===== config.mk =====
export PLATFORM = sky130hd
export DESIGN_NAME = qte_isqrt
export DESIGN_NICKNAME = d
export VERILOG_FILES = /design/src/hdl/qte_pkg.sv /design/src/hdl/qte_isqrt.sv
export SDC_FILE = /design/constraint.sdc
export NUM_CORES = 2
export LEC_CHECK = 0
export ABC_CLOCK_PERIOD_IN_PS = 8700
export BUFFER_PORTS_ARGS = -buffer_cell sky130_fd_sc_hd__buf_2
export CORE_MARGIN = 1.5
export CORE_UTILIZATION = 42
export CTS_BUF_LIST = sky130_fd_sc_hd__clkbuf_8
export DETAILED_ROUTE_END_ITERATION = 10
export GPL_TIMING_DRIVEN = 0
export HOLD_SLACK_MARGIN = 0.02
export PLACE_DENSITY = 0.62
export SETUP_SLACK_MARGIN = 0.02
export SLEW_MARGIN = 20
export SYNTH_ARGS = -nofsm -noshare
export SYNTH_HDL_FRONTEND = slang
export SYNTH_SLANG_ARGS = --single-unit

===== constraint.sdc =====
create_clock -name i_clk -period 8.7 [get_ports i_clk]
set_input_delay 1.305 -clock i_clk [delete_from_list [all_inputs] [get_ports i_clk]]
set_output_delay 1.305 -clock i_clk [all_outputs]
set_load 0.01 [all_outputs]

===== src/hdl/qte_pkg.sv =====
`default_nettype none
package qte_pkg;

    // product sums: sine and cosine terms, Q28 signed
    localparam int TW = 34;
    // CORDIC x / y datapath width, leaves room for vector gain
    localparam int CW = 37;
    // Q30 angle accumulator
    localparam int ZW = 33;
    // radicand and square root widths
    localparam int RW = 57;
    localparam int SW = 29;
    localparam int SQRT_STAGES = 29;
    localparam int ATAN_LEN = 24;
    localparam int FRONT_STAGES = 5;

    localparam logic signed [TW-1:0] ONE_Q28 = TW'(1) <<< 28;
    localparam logic signed [ZW-1:0] HALF_PI_Q30 = ZW'(1686629713);
    localparam logic signed [15:0] LIMIT_PI = 16'sd25736;
    localparam logic signed [14:0] LIMIT_HALF_PI = 15'sd12868;

    // word after the product stages
    typedef struct packed {
        logic signed [TW-1:0] sr;
        logic signed [TW-1:0] cr;
        logic signed [TW-1:0] sy;
        logic signed [TW-1:0] cy;
        logic signed [TW-1:0] sp;
        logic                 clamp;
        logic signed [19:0]   tx;
        logic signed [19:0]   ty;
        logic signed [19:0]   tz;
    } t_front;

    // what rides alongside the CORDIC lanes
    typedef struct packed {
        logic               clamp;
        logic               sp_neg;
        logic signed [19:0] tx;
        logic signed [19:0] ty;
        logic signed [19:0] tz;
    } t_tail;

    // atan(2^-i) in Q30, truncated
    function automatic logic [30:0] atan_q30(input int idx);
        logic [30:0] v;
        case (idx)
            0:  v = 31'd843314856;
            1:  v = 31'd497837829;
            2:  v = 31'd263043836;
            3:  v = 31'd133525158;
            4:  v = 31'd67021686;
            5:  v = 31'd33543515;
            6:  v = 31'd16775850;
            7:  v = 31'd8388437;
            8:  v = 31'd4194282;
            9:  v = 31'd2097149;
            10: v = 31'd1048575;
            11: v = 31'd524287;
            12: v = 31'd262143;
            13: v = 31'd131071;
            14: v = 31'd65535;
            15: v = 31'd32767;
            16: v = 31'd16383;
            17: v = 31'd8191;
            18: v = 31'd4095;
            19: v = 31'd2047;
            20: v = 31'd1023;
            21: v = 31'd511;
            22: v = 31'd255;
            23: v = 31'd127;
            default: v = '0;
        endcase
        return v;
    endfunction

endpackage
`default_nettype wire


===== src/hdl/qte_isqrt.sv =====
`default_nettype none
module qte_isqrt (
    input  wire logic                    i_clk,
    input  wire logic                    i_rst_n,
    input  wire logic                    i_valid,
    input  wire logic [qte_pkg::RW-1:0]  i_rad,
    output logic                         o_valid,
    output logic [qte_pkg::SW-1:0]       o_root
);
    import qte_pkg::*;

    localparam int AW = 58;

    logic          r_v    [0:SQRT_STAGES];
    logic [AW-1:0] r_root [0:SQRT_STAGES];
    logic [AW-1:0] r_rem  [0:SQRT_STAGES];

    always_comb begin
        r_v[0]    = i_valid;
        r_root[0] = '0;
        r_rem[0]  = AW'(i_rad);
    end

    // one result bit per stage, trial bit 4^(28-k)
    for (genvar k = 0; k < SQRT_STAGES; k++) begin : g_step
        localparam logic [AW-1:0] BIT = AW'(1) << (56 - 2 * k);
        logic [AW:0] trial;
        assign trial = {1'b0, r_root[k]} + {1'b0, BIT};
        always_ff @(posedge i_clk) begin
            if (!i_rst_n) begin
                r_v[k+1] <= 1'b0;
            end else begin
                r_v[k+1] <= r_v[k];
            end
            if ({1'b0, r_rem[k]} >= trial) begin
                r_rem[k+1]  <= r_rem[k] - trial[AW-1:0];
                r_root[k+1] <= (r_root[k] >> 1) + BIT;
            end else begin
                r_rem[k+1]  <= r_rem[k];
                r_root[k+1] <= r_root[k] >> 1;
            end
        end
    end

    assign o_valid = r_v[SQRT_STAGES];
    assign o_root  = r_root[SQRT_STAGES][SW-1:0];

endmodule
`default_nettype wire


== Word-level counts from Yosys, hierarchy flattened ==
Cells that the tools add are included.
Operators by class
  add/subtract/negate cells: 84
  $mul: 0
  divide/modulo/power cells: 0
  magnitude comparators: 29
  eq/ne operators: 0
  shift-type cells: 0
  multiplexer cells: 57
  bitwise operators: 0
  reduce and logical (&&, ||, !) cells: 0
Operators with widths (number)
  57-bit 2-to-1 mux: 29
  58-bit by 59-bit greater-or-equal comparator with 1-bit output: 28
  58-bit 2-to-1 mux: 27
  58-bit subtractor: 27
  58-bit by 1-bit adder with 59-bit output (second input constant): 1
  58-bit by 11-bit adder with 59-bit output (second input constant): 1
  58-bit by 13-bit adder with 59-bit output (second input constant): 1
  58-bit by 15-bit adder with 59-bit output (second input constant): 1
  58-bit by 17-bit adder with 59-bit output (second input constant): 1
  58-bit by 19-bit adder with 59-bit output (second input constant): 1
  58-bit by 21-bit adder with 59-bit output (second input constant): 1
  58-bit by 23-bit adder with 59-bit output (second input constant): 1
  58-bit by 25-bit adder with 59-bit output (second input constant): 1
  58-bit by 27-bit adder with 59-bit output (second input constant): 1
  58-bit by 29-bit adder with 59-bit output (second input constant): 1
  58-bit by 3-bit adder with 59-bit output (second input constant): 1
  58-bit by 31-bit adder with 59-bit output (second input constant): 1
  58-bit by 33-bit adder with 59-bit output (second input constant): 1
  58-bit by 35-bit adder with 59-bit output (second input constant): 1
  58-bit by 37-bit adder with 59-bit output (second input constant): 1
  58-bit by 39-bit adder with 59-bit output (second input constant): 1
  58-bit by 41-bit adder with 59-bit output (second input constant): 1
  58-bit by 43-bit adder with 59-bit output (second input constant): 1
  58-bit by 45-bit adder with 59-bit output (second input constant): 1
  other kinds (39): 39
Word-level totals
  bits in registers: 3306
  bits in latches: 0
  RAM bits: 0
  ROM bits: 0
  memories: 0

== Longest topological paths before layout ==
  word-level depth: 3
  depth in mapped cells: 14

== Least setup slack after synthesis ==
OpenSTA, ideal clock, no wires.
  path type: reg2reg
  start point: register r_root[262] (netlist bit)
  end point: register r_rem[225] (netlist bit)
  library setup time: 0.119 ns
  arrival time: 3.020 ns
  required time: 8.581 ns
  slack: 5.561 ns
  cell stages (with the launch flop): 15
  clock period less this slack: 3.139 ns
  cell sequence: dfxtp_1 inv_1 ha_1 clkbuf_1 and4_1 nor2b_1 nand3_1 o41ai_1 inv_1 o31a_1 clkbuf_1 or3_1 clkbuf_1 or3_1 xnor2_1
On the way
  cells in the longest elaborated chain, start to end: 3
  elaborated cells between the ends (all ways): 4
RTL lines
  start, declared: line qte_isqrt.sv:15  | logic [AW-1:0] r_root [0:SQRT_STAGES];
  start signal, assigned by index: line qte_isqrt.sv:37  | r_root[k+1] <= (r_root[k] >> 1) + BIT;
  start signal, assigned by index: line qte_isqrt.sv:40  | r_root[k+1] <= r_root[k] >> 1;
  58-bit by 7-bit adder with 59-bit output *: line qte_isqrt.sv:28  | assign trial = {1'b0, r_root[k]} + {1'b0, BIT};
  58-bit subtractor / 58-bit by 59-bit greater-or-equal comparator with 1-bit output (equally long branches): line qte_isqrt.sv:36, qte_isqrt.sv:35
  58-bit 2-to-1 mux *: line qte_isqrt.sv:35  | if ({1'b0, r_rem[k]} >= trial) begin
  end signal, assigned by index: line qte_isqrt.sv:36  | r_rem[k+1] <= r_rem[k] - trial[AW-1:0];
  end signal, assigned by index: line qte_isqrt.sv:39  | r_rem[k+1] <= r_rem[k];
  end, declared: line qte_isqrt.sv:16  | logic [AW-1:0] r_rem [0:SQRT_STAGES];
Every way passes the cells marked *; elsewhere a longest branch is shown, timed or not.
A chain may end at the register's enable or synchronous reset.

== Final worst setup path ==
  start point: register r_root[195] (netlist bit)
  end point: register r_rem[162] (netlist bit)
On the way
  cells in the longest elaborated chain, start to end: 3
  elaborated cells between the ends (all ways): 4
RTL lines (line)
  58-bit by 5-bit adder with 59-bit output *: qte_isqrt.sv:28
  58-bit subtractor / 58-bit by 59-bit greater-or-equal comparator with 1-bit output (equally long branches): qte_isqrt.sv:36, qte_isqrt.sv:35
  58-bit 2-to-1 mux *: qte_isqrt.sv:35
Marks and branches as above.

==> results.py <==
metrics = {
    "status": {
        "status": "finished clean",
    },
    "clock_tree": {
        "cts_hold_buf": 0,
        "cts-root-buf": "clkbuf_8",
        "cts.path.max_buffers": 4,
        "clk_pin_slew_ns": 0.06,
        "cts_sinks": 2088,
        "numCtsBuffers": 340,
        "insertion_delay_ns": 1.04,
        "cts_resized": 0,
        "cts_tree": "done",
        "cts_setup_buffers": 0,
        "cts_htree_levels": 5,
    },
    "power_and_ir_drop": {
        "swShare_pct": 32.61,
        "power.total_mw": 29.22,
        "power_frac_comb_pct": 24.4,
        "p_leak_nw": 40.91,
        "ir_drop_uv": 210.6,
        "clkPwrFrac_pct": 29.5,
        "powerDensity_nw_per_um2": 327.6,
        "switching_power_mw": 9.529,
        "p_seq_share_pct": 46.1,
        "p_int_mw": 19.70,
    },
    "timing": {
        "relSlewSlack_pct": 13.73,
        "timing.final.crit_share_pct": 53.39,
        "fmax_mhz": 215.3,
        "period_needed_ns": 4.645,
        "finalHoldViolations": 0,
        "rsz0062_at_grt": "no",
        "clock_skew_ns": 0.1098,
        "setup_viol_count_final": 0,
        "worst-slew-pin-transition_ns": 1.277,
        "setup_ws_ns": 4.055,
        "finalSetupTns_ns": 0,
        "timing.hold.ws_ns": 0.2884,
        "final_max_slew_viol_count": 0,
    },
    "route": {
        "drt_first_iter_violations": 3550,
        "post_drt_via_cell_ratio": 5.175,
        "drc": 0,
        "wl_per_cell_um": 18.08,
        "vias": 56830,
        "first_pass_iters": 5,
        "antenna_left": 0,
        "routed_wirelength_um": 198600,
    },
    "synth": {
        "ys.flop_type": "dfxtp_1",
        "synth_area_leader_cell": "dfxtp_1",
        "syn_area_per_cell_um2": 10.05,
        "yosys.cell_types.count": 94,
        "ys_ff_latch": 2088,
        "ys_warn_count": 0,
        "async_reset_ff_share_pct": 0,
        "synth_area_leaders": "dfxtp_1, ha_1, xnor2_1",
        "yosysTopAreaCellShare_pct": 53.18,
        "synth_compound_area_share_pct": 11.89,
        "synth_most_common_cell": "dfxtp_1",
        "muxShareOfSynthArea_pct": 1.078,
        "yosys.area_share.simple_pct": 15.14,
        "synth_xor_area_share_pct": 7.923,
        "synthCells": 7821,
        "synth_common_cells": "dfxtp_1, inv_1, a21oi_1",
        "synth_top_family_by_area": "simple AND/OR/NAND/NOR gates",
        "yosysSeqAreaShare_pct": 53.18,
        "synth_area_um2": 78590,
        "synth_fa_ha_area_share_pct": 7.323,
        "synth-edff-count": 0,
    },
    "cells_and_area": {
        "nets": 8771,
        "area_growth_pct": 13.50,
        "drive_gt1_share_pct": 8.662,
        "layout.cells.non_filler": 10980,
    },
    "grt": {
        "grt_usage_pct": 20.38,
        "grt_max_degree": 17,
        "grt_pass1_vias": 56220,
        "antenna_found_initial": 12,
        "grt-ovfl-total": 0,
        "grt_pass1_wl_um": 309900,
    },
    "placed_design": {
        "gp_congestion": 0.9200,
        "dp.cells": 10390,
        "hpwlAfterDp_um": 155700,
        "port_buffers": 87,
        "place_worst_setup_slack_ns": 4.147,
    },
    "floorplanning": {
        "rows": 158,
        "die_h_um": 435.6,
        "start_util_pct": 42.34,
        "fp.dieArea_um2": 189700,
        "die_width_um": 435.6,
        "io_pins": 90,
        "core_um2": 185600,
    },
    "critical_path": {
        "required_ns": 9.53,
        "path_class": "reg -> reg",
        "cp_slowest_stage_delay_ns": 0.69,
        "slowest_stage": "nor4b_1",
        "crit_chain": "inv_1 -> ha_1 -> clkbuf_1 -> nand4_1 -> or3_1 -> a211oi_1 -> o21ai_0 -> a21boi_1 -> a21oi_1 -> nor4b_1 -> o311ai_0 -> xnor2_1",
        "crit_fanout": 9,
        "critPathCaptureType": "register",
        "crit_arrival_ns": 5.47,
        "critPathLaunchType": "register",
    },
    "min_path": {
        "hold_class": "reg -> reg",
    },
    "job": {
        "maxCapViolations": 0,
    },
}
-- critical path: cells and delay by family, from the launching register on --
kind            cells  cell delay (ns)
fa+ha+maj           1             0.26
flops               1             0.36
buf+inv             2             0.35
compound gates      5             2.08
xor+xnor            1             0.18
simple gates        3             1.28
-- cells in the final DEF, fill, tap and decap left out, types with 64 or more instances in the layout --
cell / count
a21o_1: 190
a21oi_1: 494
and2_1: 64
buf_2: 92
clkbuf_1: 132
clkbuf_8: 420
dfxtp_1: 2088
ha_1: 460
inv_1: 652
mux2_2: 69
nand2_1: 439
nand2b_1: 101
nand3_1: 115
nand4_1: 136
nor2_1: 484
nor2b_1: 66
nor3_1: 224
nor4_1: 237
o21a_1: 101
o21ai_0: 351
or3_1: 91
xnor2_1: 397
xor2_1: 314
-- registers in the layout (all words and copies together), names as in the netlist --
register / count
r_rem: 1624
r_root: 406
o_root: 29
r_v: 28
o_valid: 1
-- path summary, 6_finish.rpt --
check               from     endpoint  slack [ns]  depth (start not counted)
max          r_root[195]   r_rem[162]        4.05                         12
min          r_root[189]  r_root[130]        0.29                          0
max reg2reg  r_root[195]   r_rem[162]        4.05                         12
min reg2reg  r_root[189]  r_root[130]        0.29                          0
-- power by group through the flow --
stage / clock network, mW / logic, mW / registers, mW
finish: 8.63 / 7.13 / 13.5
global route: 9.31 / 7.95 / 13.7
CTS: 8.88 / 7.11 / 13.5
detailed placement: 0 / 7.05 / 13.7
global placement: 0 / 7.00 / 13.7
floorplan: 0 / 5.49 / 12.9
-- final cells by class --
cell class	instances	area (um^2)
Antenna cell	5	12.51
Buffer	149	574.3
Clock buffer	420	5781
Clock inverter	168	1232
Fill cell	17250	96420
Inverter	570	2140
Multi-Input combinational cell	5015	34130
Sequential cell	2088	41800
Tap cell	2480	3103
Timing Repair Buffer	87	435.4
-- through the flow --
stage | util (%) | cell area (um^2)
final | 48.06 | 89210
after global routing | 48.05 | 89200
after detailed placement | 44.27 | 82180
after floorplan | - | 78600
after global placement | 44.25 | 82140
after CTS | 48.05 | 89190
-- cell families after synthesis --
group	count (synthesis)
XOR/XNOR	711
flip-flops	2088
buffers and inverters	719
multiplexers	76
adder cells (fa/ha/maj)	460
other	1
AND/OR/NAND/NOR	2263
AO/OA/AOI/OAI	1503
-- metal layers --
metal  up-vias  GRT usage, %  part of all wire [%]
li1      28180             -                     -
met1     26980         27.15                    46
met2      1330         33.66                    46
met3       340         3.557                   5.2
met4         0         5.972                   2.2
met5         -             0                     0
Power figures use the tool's default switching activity.
